## src/jacobi_eigen_3x3_macros.svh

```systemverilog
// ----------------------------------------------------------------------------
// Jacobi 3x3 eigen solver assertion macros
// Shorthand for the clocked, reset-qualified checks at the end of the top level.
// ----------------------------------------------------------------------------
`ifndef JACOBI_EIGEN_3X3_MACROS_SVH
`define JACOBI_EIGEN_3X3_MACROS_SVH

// Same-cycle implication, sampled on aclk and disabled while in reset.
`define JE3_ASSERT_NOW(lbl, ante, cons, msg) \
    lbl: assert property (@(posedge aclk) disable iff (!aresetn) (ante) |-> (cons)) \
        else $error(msg);

// Next-cycle implication, sampled on aclk and disabled while in reset.
`define JE3_ASSERT_NEXT(lbl, ante, cons, msg) \
    lbl: assert property (@(posedge aclk) disable iff (!aresetn) (ante) |=> (cons)) \
        else $error(msg);

`endif

```

## src/je3_pkg.sv

```systemverilog
// ----------------------------------------------------------------------------
// Jacobi 3x3 eigen solver package
// Payload types, widths, CORDIC angle table and the rotation micro-program.
// ----------------------------------------------------------------------------
package je3_pkg;

    localparam int CORDIC_STEPS = 24;
    localparam int EPS_SHIFT    = 33;

    localparam int COR_W = 37;   // CORDIC x/y datapath
    localparam int ANG_W = 34;   // binary angle, 2^32 per turn, with headroom
    localparam int OPD_W = 34;   // multiplier data operand
    localparam int ACC_W = 36;   // rounded product and accumulator

    localparam longint ONE_Q30     = 64'sd1073741824;
    localparam longint INV_GAIN    = 64'sd652032874;
    localparam longint HALF_TURN   = 64'sd2147483648;

    localparam logic [0:0] REG_THRESHOLD  = 1'd0;
    localparam logic [0:0] REG_MAX_SWEEPS = 1'd1;

    localparam logic [1:0] IDX_LAST = 2'd2;
    localparam logic [4:0] LAST_STEP = 5'd27;

    // Data operand selects.
    localparam logic [3:0] OP_A  = 4'd0;
    localparam logic [3:0] OP_B  = 4'd1;
    localparam logic [3:0] OP_D  = 4'd2;
    localparam logic [3:0] OP_EP = 4'd3;
    localparam logic [3:0] OP_EQ = 4'd4;
    localparam logic [3:0] OP_M1 = 4'd5;
    localparam logic [3:0] OP_M2 = 4'd6;
    localparam logic [3:0] OP_N1 = 4'd7;
    localparam logic [3:0] OP_N2 = 4'd8;
    localparam logic [3:0] OP_VP = 4'd9;
    localparam logic [3:0] OP_VQ = 4'd10;

    // Result destinations.
    localparam logic [3:0] DST_ACC  = 4'd0;
    localparam logic [3:0] DST_M1   = 4'd1;
    localparam logic [3:0] DST_M2   = 4'd2;
    localparam logic [3:0] DST_N1   = 4'd3;
    localparam logic [3:0] DST_N2   = 4'd4;
    localparam logic [3:0] DST_HOLD = 4'd5;
    localparam logic [3:0] DST_DIAG = 4'd6;
    localparam logic [3:0] DST_SIDE = 4'd7;
    localparam logic [3:0] DST_VEC  = 4'd8;

    typedef struct packed {
        logic signed [31:0] a00;
        logic signed [31:0] a01;
        logic signed [31:0] a02;
        logic signed [31:0] a11;
        logic signed [31:0] a12;
        logic signed [31:0] a22;
    } in_t;

    typedef struct packed {
        logic [1:0]         eig_index;
        logic signed [31:0] eig_value;
        logic signed [31:0] vec_x;
        logic signed [31:0] vec_y;
        logic signed [31:0] vec_z;
        logic [7:0]         rotation_count;
        logic               last_pair;
    } out_t;

    typedef struct packed {
        logic       use_s;
        logic [3:0] gsel;
        logic [1:0] row;
        logic       neg;
        logic       first;
        logic [3:0] dst;
    } uop_t;

    typedef struct packed {
        logic [2:0] a_idx;
        logic [2:0] b_idx;
        logic [2:0] d_idx;
        logic [2:0] ep_idx;
        logic [2:0] eq_idx;
        logic [1:0] p;
        logic [1:0] q;
    } pair_map_t;

    // CORDIC command from the sequencer to the CORDIC unit.
    typedef struct packed {
        logic start;
        logic vec_mode;
    } cor_ctl_t;

    function automatic logic signed [ANG_W-1:0] atan_at(input logic [4:0] i);
        logic [31:0] v;
        begin
            case (i)
                5'd0:  v = 32'd536870912;
                5'd1:  v = 32'd316933406;
                5'd2:  v = 32'd167458907;
                5'd3:  v = 32'd85004756;
                5'd4:  v = 32'd42667331;
                5'd5:  v = 32'd21354465;
                5'd6:  v = 32'd10679838;
                5'd7:  v = 32'd5340245;
                5'd8:  v = 32'd2670163;
                5'd9:  v = 32'd1335087;
                5'd10: v = 32'd667544;
                5'd11: v = 32'd333772;
                5'd12: v = 32'd166886;
                5'd13: v = 32'd83443;
                5'd14: v = 32'd41722;
                5'd15: v = 32'd20861;
                5'd16: v = 32'd10430;
                5'd17: v = 32'd5215;
                5'd18: v = 32'd2608;
                5'd19: v = 32'd1304;
                5'd20: v = 32'd652;
                5'd21: v = 32'd326;
                5'd22: v = 32'd163;
                5'd23: v = 32'd81;
                5'd24: v = 32'd41;
                5'd25: v = 32'd20;
                5'd26: v = 32'd10;
                5'd27: v = 32'd5;
                5'd28: v = 32'd3;
                5'd29: v = 32'd1;
                5'd30: v = 32'd1;
                default: v = 32'd0;
            endcase
            atan_at = signed'(ANG_W'(v));
        end
    endfunction

    function automatic pair_map_t pair_map(input logic [1:0] k);
        pair_map_t m;
        begin
            case (k)
                2'd0:    m = '{a_idx: 3'd0, b_idx: 3'd1, d_idx: 3'd3, ep_idx: 3'd2,
                               eq_idx: 3'd4, p: 2'd0, q: 2'd1};
                2'd1:    m = '{a_idx: 3'd0, b_idx: 3'd2, d_idx: 3'd5, ep_idx: 3'd1,
                               eq_idx: 3'd4, p: 2'd0, q: 2'd2};
                default: m = '{a_idx: 3'd3, b_idx: 3'd4, d_idx: 3'd5, ep_idx: 3'd1,
                               eq_idx: 3'd2, p: 2'd1, q: 2'd2};
            endcase
            pair_map = m;
        end
    endfunction

    function automatic logic [2:0] diag_idx(input logic [1:0] k);
        logic [2:0] d;
        begin
            case (k)
                2'd0:    d = 3'd0;
                2'd1:    d = 3'd3;
                default: d = 3'd5;
            endcase
            diag_idx = d;
        end
    endfunction

    function automatic logic [3:0] vidx(input logic [1:0] row, input logic [1:0] col);
        vidx = 4'(row) * 4'd3 + 4'(col);
    endfunction

    function automatic logic signed [31:0] sat32(input logic signed [ACC_W-1:0] v);
        logic signed [31:0] r;
        begin
            if (v > ACC_W'(64'sd2147483647)) begin
                r = 32'sh7FFFFFFF;
            end else if (v < -ACC_W'(64'sd2147483648)) begin
                r = 32'sh80000000;
            end else begin
                r = v[31:0];
            end
            sat32 = r;
        end
    endfunction

    // Rotation program: two product terms per stored value.
    function automatic uop_t uop_at(input logic [4:0] step);
        uop_t u;
        logic [4:0] rel;
        begin
            rel = step - 5'd16;
            u = '{use_s: 1'b0, gsel: OP_A, row: 2'd0, neg: 1'b0, first: 1'b1, dst: DST_ACC};
            if (step < 5'd16) begin
                case (step)
                    5'd0:  u = '{1'b0, OP_A,  2'd0, 1'b0, 1'b1, DST_ACC};
                    5'd1:  u = '{1'b1, OP_B,  2'd0, 1'b1, 1'b0, DST_M1};
                    5'd2:  u = '{1'b0, OP_B,  2'd0, 1'b0, 1'b1, DST_ACC};
                    5'd3:  u = '{1'b1, OP_D,  2'd0, 1'b1, 1'b0, DST_M2};
                    5'd4:  u = '{1'b1, OP_A,  2'd0, 1'b0, 1'b1, DST_ACC};
                    5'd5:  u = '{1'b0, OP_B,  2'd0, 1'b0, 1'b0, DST_N1};
                    5'd6:  u = '{1'b1, OP_B,  2'd0, 1'b0, 1'b1, DST_ACC};
                    5'd7:  u = '{1'b0, OP_D,  2'd0, 1'b0, 1'b0, DST_N2};
                    5'd8:  u = '{1'b0, OP_M1, 2'd0, 1'b0, 1'b1, DST_ACC};
                    5'd9:  u = '{1'b1, OP_M2, 2'd0, 1'b1, 1'b0, DST_HOLD};
                    5'd10: u = '{1'b1, OP_N1, 2'd0, 1'b0, 1'b1, DST_ACC};
                    5'd11: u = '{1'b0, OP_N2, 2'd0, 1'b0, 1'b0, DST_DIAG};
                    5'd12: u = '{1'b0, OP_EP, 2'd0, 1'b0, 1'b1, DST_ACC};
                    5'd13: u = '{1'b1, OP_EQ, 2'd0, 1'b1, 1'b0, DST_HOLD};
                    5'd14: u = '{1'b1, OP_EP, 2'd0, 1'b0, 1'b1, DST_ACC};
                    default: u = '{1'b0, OP_EQ, 2'd0, 1'b0, 1'b0, DST_SIDE};
                endcase
            end else begin
                case (rel[1:0])
                    2'd0:    u = '{1'b0, OP_VP, rel[3:2], 1'b0, 1'b1, DST_ACC};
                    2'd1:    u = '{1'b1, OP_VQ, rel[3:2], 1'b1, 1'b0, DST_HOLD};
                    2'd2:    u = '{1'b1, OP_VP, rel[3:2], 1'b0, 1'b1, DST_ACC};
                    default: u = '{1'b0, OP_VQ, rel[3:2], 1'b0, 1'b0, DST_VEC};
                endcase
            end
            uop_at = u;
        end
    endfunction

endpackage

```

## src/je3_cordic.sv

```systemverilog
// ----------------------------------------------------------------------------
// Jacobi 3x3 eigen solver CORDIC unit
// Iterative CORDIC: vectoring gives half of atan2(y, x); rotation gives cos/sin.
// ----------------------------------------------------------------------------
module je3_cordic (
    input  logic                               aclk,
    input  logic                               aresetn,
    input  je3_pkg::cor_ctl_t                  ctl,
    input  logic signed [je3_pkg::COR_W-1:0]   x_in,
    input  logic signed [je3_pkg::COR_W-1:0]   y_in,
    input  logic signed [je3_pkg::ANG_W-1:0]   z_in,
    output logic                               done,
    output logic signed [je3_pkg::ANG_W-1:0]   half_angle,
    output logic signed [31:0]                 cos_out,
    output logic signed [31:0]                 sin_out
);
    import je3_pkg::*;

    localparam logic [1:0] C_IDLE = 2'd0;
    localparam logic [1:0] C_NORM = 2'd1;
    localparam logic [1:0] C_ITER = 2'd2;

    localparam logic signed [COR_W-1:0] ONE_C = COR_W'(ONE_Q30);
    localparam logic signed [ANG_W-1:0] HT_A  = ANG_W'(HALF_TURN);

    logic [1:0]               state_reg;
    logic                     done_reg;
    logic                     mode_reg;
    logic [4:0]               i_reg;
    logic signed [COR_W-1:0]  x_reg;
    logic signed [COR_W-1:0]  y_reg;
    logic signed [ANG_W-1:0]  z_reg;
    logic signed [COR_W-1:0]  xs;
    logic signed [COR_W-1:0]  ys;
    logic signed [ANG_W-1:0]  atn;
    logic                     tiny_xy;

    assign xs      = x_reg >>> i_reg;
    assign ys      = y_reg >>> i_reg;
    assign atn     = atan_at(i_reg);
    assign tiny_xy = (x_reg < ONE_C) && (x_reg > -ONE_C) && (y_reg < ONE_C) && (y_reg > -ONE_C);

    always_ff @(posedge aclk) begin
        if (!aresetn) begin
            state_reg <= C_IDLE;
            done_reg  <= 1'b0;
        end else begin
            done_reg <= 1'b0;
            unique case (state_reg)
                C_IDLE: begin
                    if (ctl.start) begin
                        mode_reg <= ctl.vec_mode;
                        i_reg    <= 5'd0;
                        if (!ctl.vec_mode) begin
                            // Rotation starts from the gain-compensated unit vector.
                            x_reg     <= COR_W'(INV_GAIN);
                            y_reg     <= '0;
                            z_reg     <= z_in;
                            state_reg <= C_ITER;
                        end else if (y_in == '0) begin
                            // Zero element: angle zero, or a half turn for a negative difference.
                            x_reg    <= x_in;
                            y_reg    <= y_in;
                            z_reg    <= (x_in < 0) ? HT_A : '0;
                            done_reg <= 1'b1;
                        end else begin
                            x_reg     <= x_in;
                            y_reg     <= y_in;
                            z_reg     <= '0;
                            state_reg <= C_NORM;
                        end
                    end
                end
                C_NORM: begin
                    if (tiny_xy) begin
                        x_reg <= x_reg <<< 1;
                        y_reg <= y_reg <<< 1;
                    end else begin
                        if (x_reg < 0) begin
                            z_reg <= (y_reg > 0) ? HT_A : -HT_A;
                            x_reg <= -x_reg;
                            y_reg <= -y_reg;
                        end
                        state_reg <= C_ITER;
                    end
                end
                C_ITER: begin
                    if (mode_reg ? (y_reg > 0) : (z_reg < 0)) begin
                        x_reg <= mode_reg ? x_reg + ys : x_reg + ys;
                        y_reg <= y_reg - xs;
                        z_reg <= mode_reg ? z_reg + atn : z_reg + atn;
                    end else begin
                        x_reg <= x_reg - ys;
                        y_reg <= y_reg + xs;
                        z_reg <= z_reg - atn;
                    end
                    if (i_reg == 5'(CORDIC_STEPS - 1)) begin
                        state_reg <= C_IDLE;
                        done_reg  <= 1'b1;
                    end else begin
                        i_reg <= i_reg + 5'd1;
                    end
                end
                default: state_reg <= C_IDLE;
            endcase
        end
    end

    assign done       = done_reg;
    assign half_angle = z_reg >>> 1;

    always_comb begin
        if (x_reg > ONE_C) begin
            cos_out = 32'(ONE_Q30);
        end else if (x_reg < -ONE_C) begin
            cos_out = -32'(ONE_Q30);
        end else begin
            cos_out = x_reg[31:0];
        end
        if (y_reg > ONE_C) begin
            sin_out = 32'(ONE_Q30);
        end else if (y_reg < -ONE_C) begin
            sin_out = -32'(ONE_Q30);
        end else begin
            sin_out = y_reg[31:0];
        end
    end

endmodule

```

## config.mk

```make
export PLATFORM = sky130hd
export DESIGN_NAME = je3_cordic
export DESIGN_NICKNAME = d
export VERILOG_FILES = /design/src/jacobi_eigen_3x3_macros.svh /design/src/je3_pkg.sv /design/src/je3_cordic.sv
export SDC_FILE = /design/constraint.sdc
export NUM_CORES = 1
export LEC_CHECK = 0
export ABC_AREA = 1
export ABC_CLOCK_PERIOD_IN_PS = 8400
export BUFFER_PORTS_ARGS = -buffer_cell sky130_fd_sc_hd__clkbuf_2
export CAP_MARGIN = 20
export CORE_MARGIN = 1.5
export CORE_UTILIZATION = 45
export DETAILED_ROUTE_END_ITERATION = 10
export SYNTH_ARGS = -nofsm -noshare
export SYNTH_HDL_FRONTEND = slang
export SYNTH_SLANG_ARGS = --single-unit
```

## constraint.sdc

```tcl
create_clock -name aclk -period 8.4 [get_ports aclk]
set_input_delay 1.26 -clock aclk [delete_from_list [all_inputs] [get_ports aclk]]
set_output_delay 1.26 -clock aclk [all_outputs]
set_load 0.02 [all_outputs]
```

==> results of run 1 <==
## cell usage after synthesis (8+ instances only)
library cell	number	area share (%)
sky130_fd_sc_hd__inv_1	422	6.8
sky130_fd_sc_hd__dfxtp_1	33	2.8
sky130_fd_sc_hd__xnor2_1	36	1.3
sky130_fd_sc_hd__o21ai_0	233	5.0
sky130_fd_sc_hd__ha_1	123	6.6
sky130_fd_sc_hd__nand2_2	11	0.29
sky130_fd_sc_hd__edfxtp_1	114	15
sky130_fd_sc_hd__o21a_1	9	0.29
sky130_fd_sc_hd__inv_2	18	0.29
sky130_fd_sc_hd__buf_6	15	0.72
sky130_fd_sc_hd__nor2_1	369	5.9
sky130_fd_sc_hd__nor3_1	93	2.0
sky130_fd_sc_hd__nor3b_1	8	0.26
sky130_fd_sc_hd__a21o_1	16	0.51
sky130_fd_sc_hd__xor2_1	98	3.7
sky130_fd_sc_hd__nor4_1	31	0.83
sky130_fd_sc_hd__a21oi_1	217	4.6
sky130_fd_sc_hd__buf_1	11	0.18
sky130_fd_sc_hd__a31oi_1	36	0.96
sky130_fd_sc_hd__nor2_2	15	0.40
sky130_fd_sc_hd__buf_4	39	1.3
sky130_fd_sc_hd__o211ai_1	37	1.2
sky130_fd_sc_hd__nand4_1	47	1.3
sky130_fd_sc_hd__o21ai_1	32	0.68
sky130_fd_sc_hd__nand2_1	1108	18
sky130_fd_sc_hd__buf_2	64	1.4
sky130_fd_sc_hd__or2_2	32	0.86
sky130_fd_sc_hd__nand3_1	569	12
sky130_fd_sc_hd__clkbuf_1	71	1.1
## worst paths after layout
kind | startpoint | to | slack (ns) | cells after the start
min reg2reg | state_reg[1] | state_reg[1] | 0.59 | 2
max reg2reg | y_reg[1] | x_reg[24] | 2.03 | 30
max | y_reg[1] | x_reg[24] | 2.03 | 30
min | state_reg[1] | state_reg[1] | 0.59 | 2
## worst register-to-register path, delay by kind of cell (launching register included)
kind | cells | cell delay, ns
compound gates | 5 | 0.86
flops | 1 | 0.43
buf+inv | 6 | 1.66
fa+ha+maj | 2 | 0.68
simple gates | 17 | 2.48
## cell families after synthesis
group	count (synthesis)	synth area share, %
and+or+nand+nor	2315	43.0
AOI/OAI and AO/OA	656	15.9
buffers and inverters	643	11.8
DFF	147	17.4
xor gates and xnor gates	134	5.01
adders and majority gates	126	6.83
## metrics by stage
step	utilization, %	hold slack [ns]	instance area, µm²
4_1_cts	48.9	0.588	25100
6_report	48.9	0.588	25100
3_3_place_gp	47.8	0.573	24600
3_5_place_dp	47.8	0.579	24600
2_1_floorplan	-	0.545	23400
5_1_grt	48.9	0.615	25100
## routing by layer
metal  global-route usage [%]  vias up  part of all wire, %
met5                        0        -                    0
met4                     22.4        0                  6.1
met3                     6.63      299                  8.5
met2                     61.6     1456                   44
met1                     52.3    13200                   42
li1                         -    13600                    -
## final cells by class
type / count / area (µm²)
Inverter: 443 / 1670
Tap cell: 680 / 851
Clock buffer: 18 / 450
Timing Repair Buffer: 248 / 1350
Clock inverter: 14 / 115
Multi-Input combinational cell: 3231 / 16600
Fill cell: 5821 / 26300
Sequential cell: 147 / 4080
==> results.md, run 1 <==
Worst setup path:
- STA puts the critical path data arrival time at 6.63 ns.
- In this run the worst path has a maximum fanout of 35.
- Together, buffers and inverters on the worst path number 6.
- The kind of cell with the highest combined delay on the critical path is simple AND/OR/NAND/NOR gates.
- The delay of the slowest critical-path stage is 0.62 ns.
- On the critical path, the stage with the largest delay is an instance of sky130_fd_sc_hd__inv_2.
- The endpoint type of the worst setup path is a flip-flop.
- The required time of the worst setup path is 8.66 ns.
- STA classifies the critical path startpoint as a flip-flop.
- The cell repeated most along the worst path is sky130_fd_sc_hd__nand2_1.
- The class of the most critical setup path is reg2reg.

Synth:
- Among all flip-flop cells after synthesis, the most frequent one is sky130_fd_sc_hd__edfxtp_1.
- The unique cell type count in the Yosys netlist is 66.
- The synthesized design contains 114 enable-type register cells.
- For this run, the number of Yosys warnings is 0.
- The share of async-settable or async-resettable flops after synthesis is 0%.
- The average instance area after synthesis is 5.82 µm².
- The sequential cell area fraction in the yosys report is 17.4%.
- Synthesis produced a netlist with a net count of 4259.
- After synthesis the cells add up to 0.0234 mm².
- The post-synthesis cell count is 4021.
- The count of state elements after synthesis is 147.

Detailed routing:
- The detailed-route wire length is 108 mm.
- In the routed layout, each cell is associated on average with a via count of 5.97.
- After detailed routing, the average wire length per cell comes to 22.7 µm.
- The residual antenna-violating net count after detailed routing is 0.
- For this run, the detailed router's first-pass iteration total came to 8.
- The routed layout has 28.5k vias.
- The number of DRC violations after detailed routing is 0.
- After the first detailed-routing iteration, the DRC count stood at 3422.

Place:
- Timing analysis after detailed placement gives a worst setup slack of 2.20 ns.
- The estimated wirelength of the detail-placed design is 86.3 mm.
- The cell count after placement is 4749.
- At the end of routability-driven placement, the weighted congestion stood at 1.02.
- During placement, the flow inserted port buffers numbering 210.

Global routing:
- The via count of the first global-routing pass is 25.7k.
- The number of antenna violations at the first check in global routing is 0.
- Summed over all layers, the global routing overflow is 0.
- Across every metal layer, demand over resource in global routing totals 39.8%.
- The first global-routing pass estimated 160 mm of wire.
- The maximum number of pins on one net before global-route repair is 78.

Clocking:
- The H-tree depth is 4.
- Post-CTS timing repair inserted 0 buffers for setup.
- The clock passes through at most 2 buffers.
- The number of gates resized after CTS was 0.
- The CTS buffer count is 17.
- The cts-stage hold buffer count is 0.
- The clock-pin transition on the worst setup and hold timing paths is 0.09 ns.
- TritonCTS built the clock tree.
- Counting every sink on the clock net gives 147.
- The clock reaches the later pin of the worst-skew pair after 0.51 ns.
- CTS placed an instance of sky130_fd_sc_hd__clkbuf_16 at the clock tree root.

Floorplanning:
- The die is 231 µm wide.
- The core outline area is 0.0514 mm².
- The standard-cell row count is 83.
- The initial standard-cell utilization of the core is 45.5%.
- The chip height is 231 µm.
- The area of the die is 0.0534 mm².
- The number of top-level design ports is 211.

Timing:
- For this run, the top clock speed supported by timing is 157 MHz.
- The final max-slew violation count is 0.
- The clock period minus worst slack is 6.37 ns.
- The hold violation total from the final report came to 0.
- The worst setup margin is 2.03 ns.
- Clock skew on the completed layout was measured at 0.0183 ns.
- Headroom to the max-slew limit came out at 28.5%.
- The number of setup violations in the final report is 0.
- Setup repair after global routing left no endpoint under its margin.
- The final sum of negative setup slack is 0 ns.
- The part of the cycle the worst path needs is 75.9%.
- For the pin with the worst max-slew slack, the measured transition is 1.07 ns.

Cells and area:
- The finished layout holds 4781 standard cells, fillers aside.
- The most frequent standard cell in the layout excluding fill and tap cells is sky130_fd_sc_hd__nand2_1.
- The antenna cell count is 0.
- From synthesis to final layout, the design area changed by 7.38%.
- Leaving out fill and tap cells, the most frequent cells in the layout are sky130_fd_sc_hd__nand2_1, sky130_fd_sc_hd__nand3_1, sky130_fd_sc_hd__inv_1, sky130_fd_sc_hd__nor2_1, sky130_fd_sc_hd__o21ai_0.
- The ratio of cells with drive above 1 in the final layout is 9.58%.
- The final net count is 4326.

Run status:
- The run finished with clean final reports.

Job:
- The count of max-cap constraint violations is 0.

Worst hold path:
- The worst hold path belongs to the class reg2reg.
Power of run 1 is not shown: default switching activity piles up to over one toggle a cycle in this logic, so the estimate is an artifact.
==> run 2: changes to the inputs <==
Settings changed: ABC_CLOCK_PERIOD_IN_PS 8400 to 6250.
Clock period 8.4 ns to 6.25 ns, I/O delays scaled along.
==> run 2 against run 1 <==
Setup slack worse by 1.6 ns. Final cell count is 0.82% higher. Register-to-register slack worse by 1.6 ns. First-iteration DRC count is 4.8% lower. Global-route usage is 1.3 points lower. Non-clock buffer count is 39 higher. Clock-buffer cell count stayed put. Sequential share of layout area is 0.24 points lower. Clock skew is 0.0013 ns higher. Via count is 0.94% lower. Flip-flop and latch count stayed put. Worst hold slack better by 0.0020 ns. Highest routed layer is now met5.
==> results.md, run 2 (synthesis gave the netlist of run 1 again) <==
Timing:
- The slew at the pin closest to its max-slew limit is 1.03 ns (was 1.07 ns).
- The hold violation total from the final report was 0 (unchanged).
- The number of setup violations in the final report was 0 (unchanged).
- The clock period minus worst slack came to 5.81 ns (was 6.37 ns).
- The maximum clock frequency is 172 MHz (was 157 MHz).
- The setup skew after layout came to 0.0197 ns (was 0.0183 ns).
- The worst slew slack as a fraction of its limit was 31.5% (was 28.5%).
- Setup repair after global routing missed its margin: false (unchanged).
- The final max-slew violation count was 0 (unchanged).
- The final sum of negative setup slack is 0 ns (unchanged).
- The part of the cycle the worst path needs is 92.9% (was 75.9%).

Global routing:
- The total overflow reported by the global router was 0 (unchanged).
- The total global routing track utilization is 38.4% (was 39.8%).
- The number of antenna violations at the first check in global routing is 3 (was 0).
- The wire length of the first global-routing pass is 156 mm (was 160 mm).
- The via count of the first global-routing pass is 25.7k (about the same).
- The maximum number of pins on one net before global-route repair is 76 (was 78).

Clocking:
- The CTS sink count came to 147 (unchanged).
- The clock latency of the later-clocked register in the worst-skew pair is 0.49 ns (was 0.51 ns).
- The CTS buffer count was 17 (unchanged).
- The CTS tree is yes (unchanged).
- The cts-stage hold buffer count is 0 (unchanged).
- The post-cts sizing count is 0 (unchanged).
- The buffer count from post-CTS setup fixing is 0 (unchanged).
- The worst-case clock buffer depth is 2 (unchanged).
- The H-tree depth is 4 (unchanged).
- The cell at the root of the clock tree is sky130_fd_sc_hd__clkbuf_16 (unchanged).
- The clock-pin transition on the worst setup and hold timing paths is 0.08 ns (was 0.09 ns).

Floorplanning:
- The core outline area was 0.0514 mm² (unchanged).
- The area of the die is 0.0534 mm² (unchanged).
- The number of top-level design ports is 211 (unchanged).
- The standard-cell row count is 83 (unchanged).
- The initial standard-cell utilization of the core came to 45.5% (unchanged).
- The overall die width is 231 µm (unchanged).
- The chip height is 231 µm (unchanged).

Worst setup path:
- The worst setup path startpoint is y_reg[1] (unchanged).
- The critical-path maximum fanout is 45 (was 35).
- Traced cell by cell, the critical path runs through inv_1, ha_1, nand2_1, nor3_2, nand4_1, nor2_1, nand2_1, nand3_1, nand2_2, buf_4, nor2_1, xor2_1, ha_1, nand2_1, o21ai_0, a21oi_1, o21ai_0, nand2_1, o211ai_1, nand2_1, o211ai_1, nand2_1, nand3_1, o211ai_1.
- The kind of cell with the highest combined delay on the critical path is compound AO/OA/AOI/OAI gates (was simple AND/OR/NAND/NOR gates).
- The required time of the worst setup path is 6.46 ns (was 8.66 ns).
- The delay of the slowest critical-path stage came to 0.64 ns (was 0.62 ns).
- The number of buffer and inverter stages on the critical path is 2 (was 6).
- The count of cell instances traversed by the critical path is 24 (was 30).
- The depth of the worst register-to-register path is 24 (was 30).
- The source of the worst register-to-register timing path was y_reg[1] (unchanged).
- The class of the most critical setup path is reg2reg (unchanged).
- The kind of start point of the critical path is a flip-flop (unchanged).
- The critical path data arrival time is 6.02 ns (was 6.63 ns).
- The cell at the slowest stage of the critical path is sky130_fd_sc_hd__o21ai_0 (was sky130_fd_sc_hd__inv_2).
- The cell repeated most along the worst path is sky130_fd_sc_hd__nand2_1 (unchanged).
- The endpoint type of the worst setup path is a flip-flop (unchanged).

Detailed routing:
- The number of DRC violations after detailed routing was 0 (unchanged).
- The length of the first detailed-routing pass in iterations is 7 (was 8).
- The detailed-route wire length came to 105 mm (was 108 mm).
- The wire length per cell is 21.7 µm (was 22.7 µm).
- The residual antenna-violating net count after detailed routing is 0 (unchanged).
- The detail-routed via count per cell came to 5.86 (was 5.97).
- The count of vias placed by the detailed router is 28.3k (was 28.5k).
- The DRC violation total after the first TritonRoute iteration is 3257 (was 3422).

Place:
- The final weighted congestion in routability-driven placement is 1.11 (was 1.02).
- The count of input and output buffers was 210 (unchanged).
- The estimated wirelength of the detail-placed design is 84.3 mm (was 86.3 mm).

Cells and area:
- The final net count is 4365 (was 4326).
- The most frequent standard cell in the layout excluding fill and tap cells is sky130_fd_sc_hd__nand2_1 (unchanged).
- The antenna cell count came to 0 (unchanged).
- The synthesis-to-finish area growth was 8.96% (was 7.38%).
- The ratio of cells with drive above 1 in the final layout is 10.4% (was 9.58%).
- Commonest non-fill, non-tap cells in the layout: sky130_fd_sc_hd__nand2_1, sky130_fd_sc_hd__nand3_1, sky130_fd_sc_hd__inv_1, sky130_fd_sc_hd__nor2_1, sky130_fd_sc_hd__o21ai_0 (unchanged).

Worst hold path:
- The worst hold path startpoint is state_reg[0] (was state_reg[1]).
- The type of the worst min-delay path is reg2reg (unchanged).
- The cell count of the worst hold path came to 2 (unchanged).

Job:
- The count of max-cap constraint violations is 0 (unchanged).

Run status:
- Result of the run: complete, no violations (unchanged).
## run 2: changes by cell type in the layout (fill, tap and decap cells not counted), sizes merged
cell | previous run | this run
buf | 38 | 77
inv | 451 | 447
bufinv | 0 | 2
clkinv | 6 | 5
clkinvlp | 0 | 3
## run 2: worst register-to-register path: stages (launching register included)
cell                       delay (ns)
sky130_fd_sc_hd__edfxtp_1        0.42
sky130_fd_sc_hd__inv_1           0.24
sky130_fd_sc_hd__ha_1            0.28
sky130_fd_sc_hd__nand2_1         0.13
sky130_fd_sc_hd__nor3_2          0.24
sky130_fd_sc_hd__nand4_1         0.14
sky130_fd_sc_hd__nor2_1          0.21
sky130_fd_sc_hd__nand2_1         0.15
sky130_fd_sc_hd__nand3_1         0.11
sky130_fd_sc_hd__nand2_2         0.10
sky130_fd_sc_hd__buf_4           0.30
sky130_fd_sc_hd__nor2_1          0.22
sky130_fd_sc_hd__xor2_1          0.09
sky130_fd_sc_hd__ha_1            0.36
sky130_fd_sc_hd__nand2_1         0.06
sky130_fd_sc_hd__o21ai_0         0.64
sky130_fd_sc_hd__a21oi_1         0.20
sky130_fd_sc_hd__o21ai_0         0.52
sky130_fd_sc_hd__nand2_1         0.13
sky130_fd_sc_hd__o211ai_1        0.26
sky130_fd_sc_hd__nand2_1         0.11
sky130_fd_sc_hd__o211ai_1        0.23
sky130_fd_sc_hd__nand2_1         0.10
sky130_fd_sc_hd__nand3_1         0.20
sky130_fd_sc_hd__o211ai_1        0.12
## run 2: path summary, 6_finish.rpt
| path | to | slack (ns) |
|---|---|---|
| worst max-delay path | y_reg[29] | 0.44 |
| worst min register to register | state_reg[0] | 0.59 |
| worst max register to register | y_reg[29] | 0.44 |
| worst min-delay path | state_reg[0] | 0.59 |
## run 2: cell type report
cell class,instances,area (µm²)
clock inverter,14,151
multi-input combinational,3231,16600
clock buffer,18,429
sequential,147,4080
inverter,443,1670
tap,680,851
timing repair buffer,287,1700
fill,5717,25900
## run 2: through the flow
step | setup WS (ns) | util [%] | cell area, µm² | hold slack [ns] | instances
final | 0.443 | 49.6 | 25500 | 0.590 | 4820
after global routing | 0.0231 | 49.6 | 25500 | 0.633 | 4820
after CTS | 0.566 | 49.6 | 25500 | 0.592 | 4820
after detailed placement | 0.585 | 48.5 | 24900 | 0.582 | 4788
after global placement | 0.623 | 48.5 | 24900 | 0.571 | 4788
after floorplan | 0.513 | - | 23400 | 0.545 | 4021
## run 2: per-layer routing
| layer | wire, µm | vias to the layer above | track usage (%) |
|---|---|---|---|
| met2 | 45500 | 1322 | 59.8 |
| met5 | 23 | - | 0 |
| li1 | - | 13700 | - |
| met3 | 8300 | 255 | 6.03 |
| met1 | 44000 | 13000 | 50.1 |
| met4 | 6930 | 4 | 23.0 |
Power of run 2 is left out for the same reason.
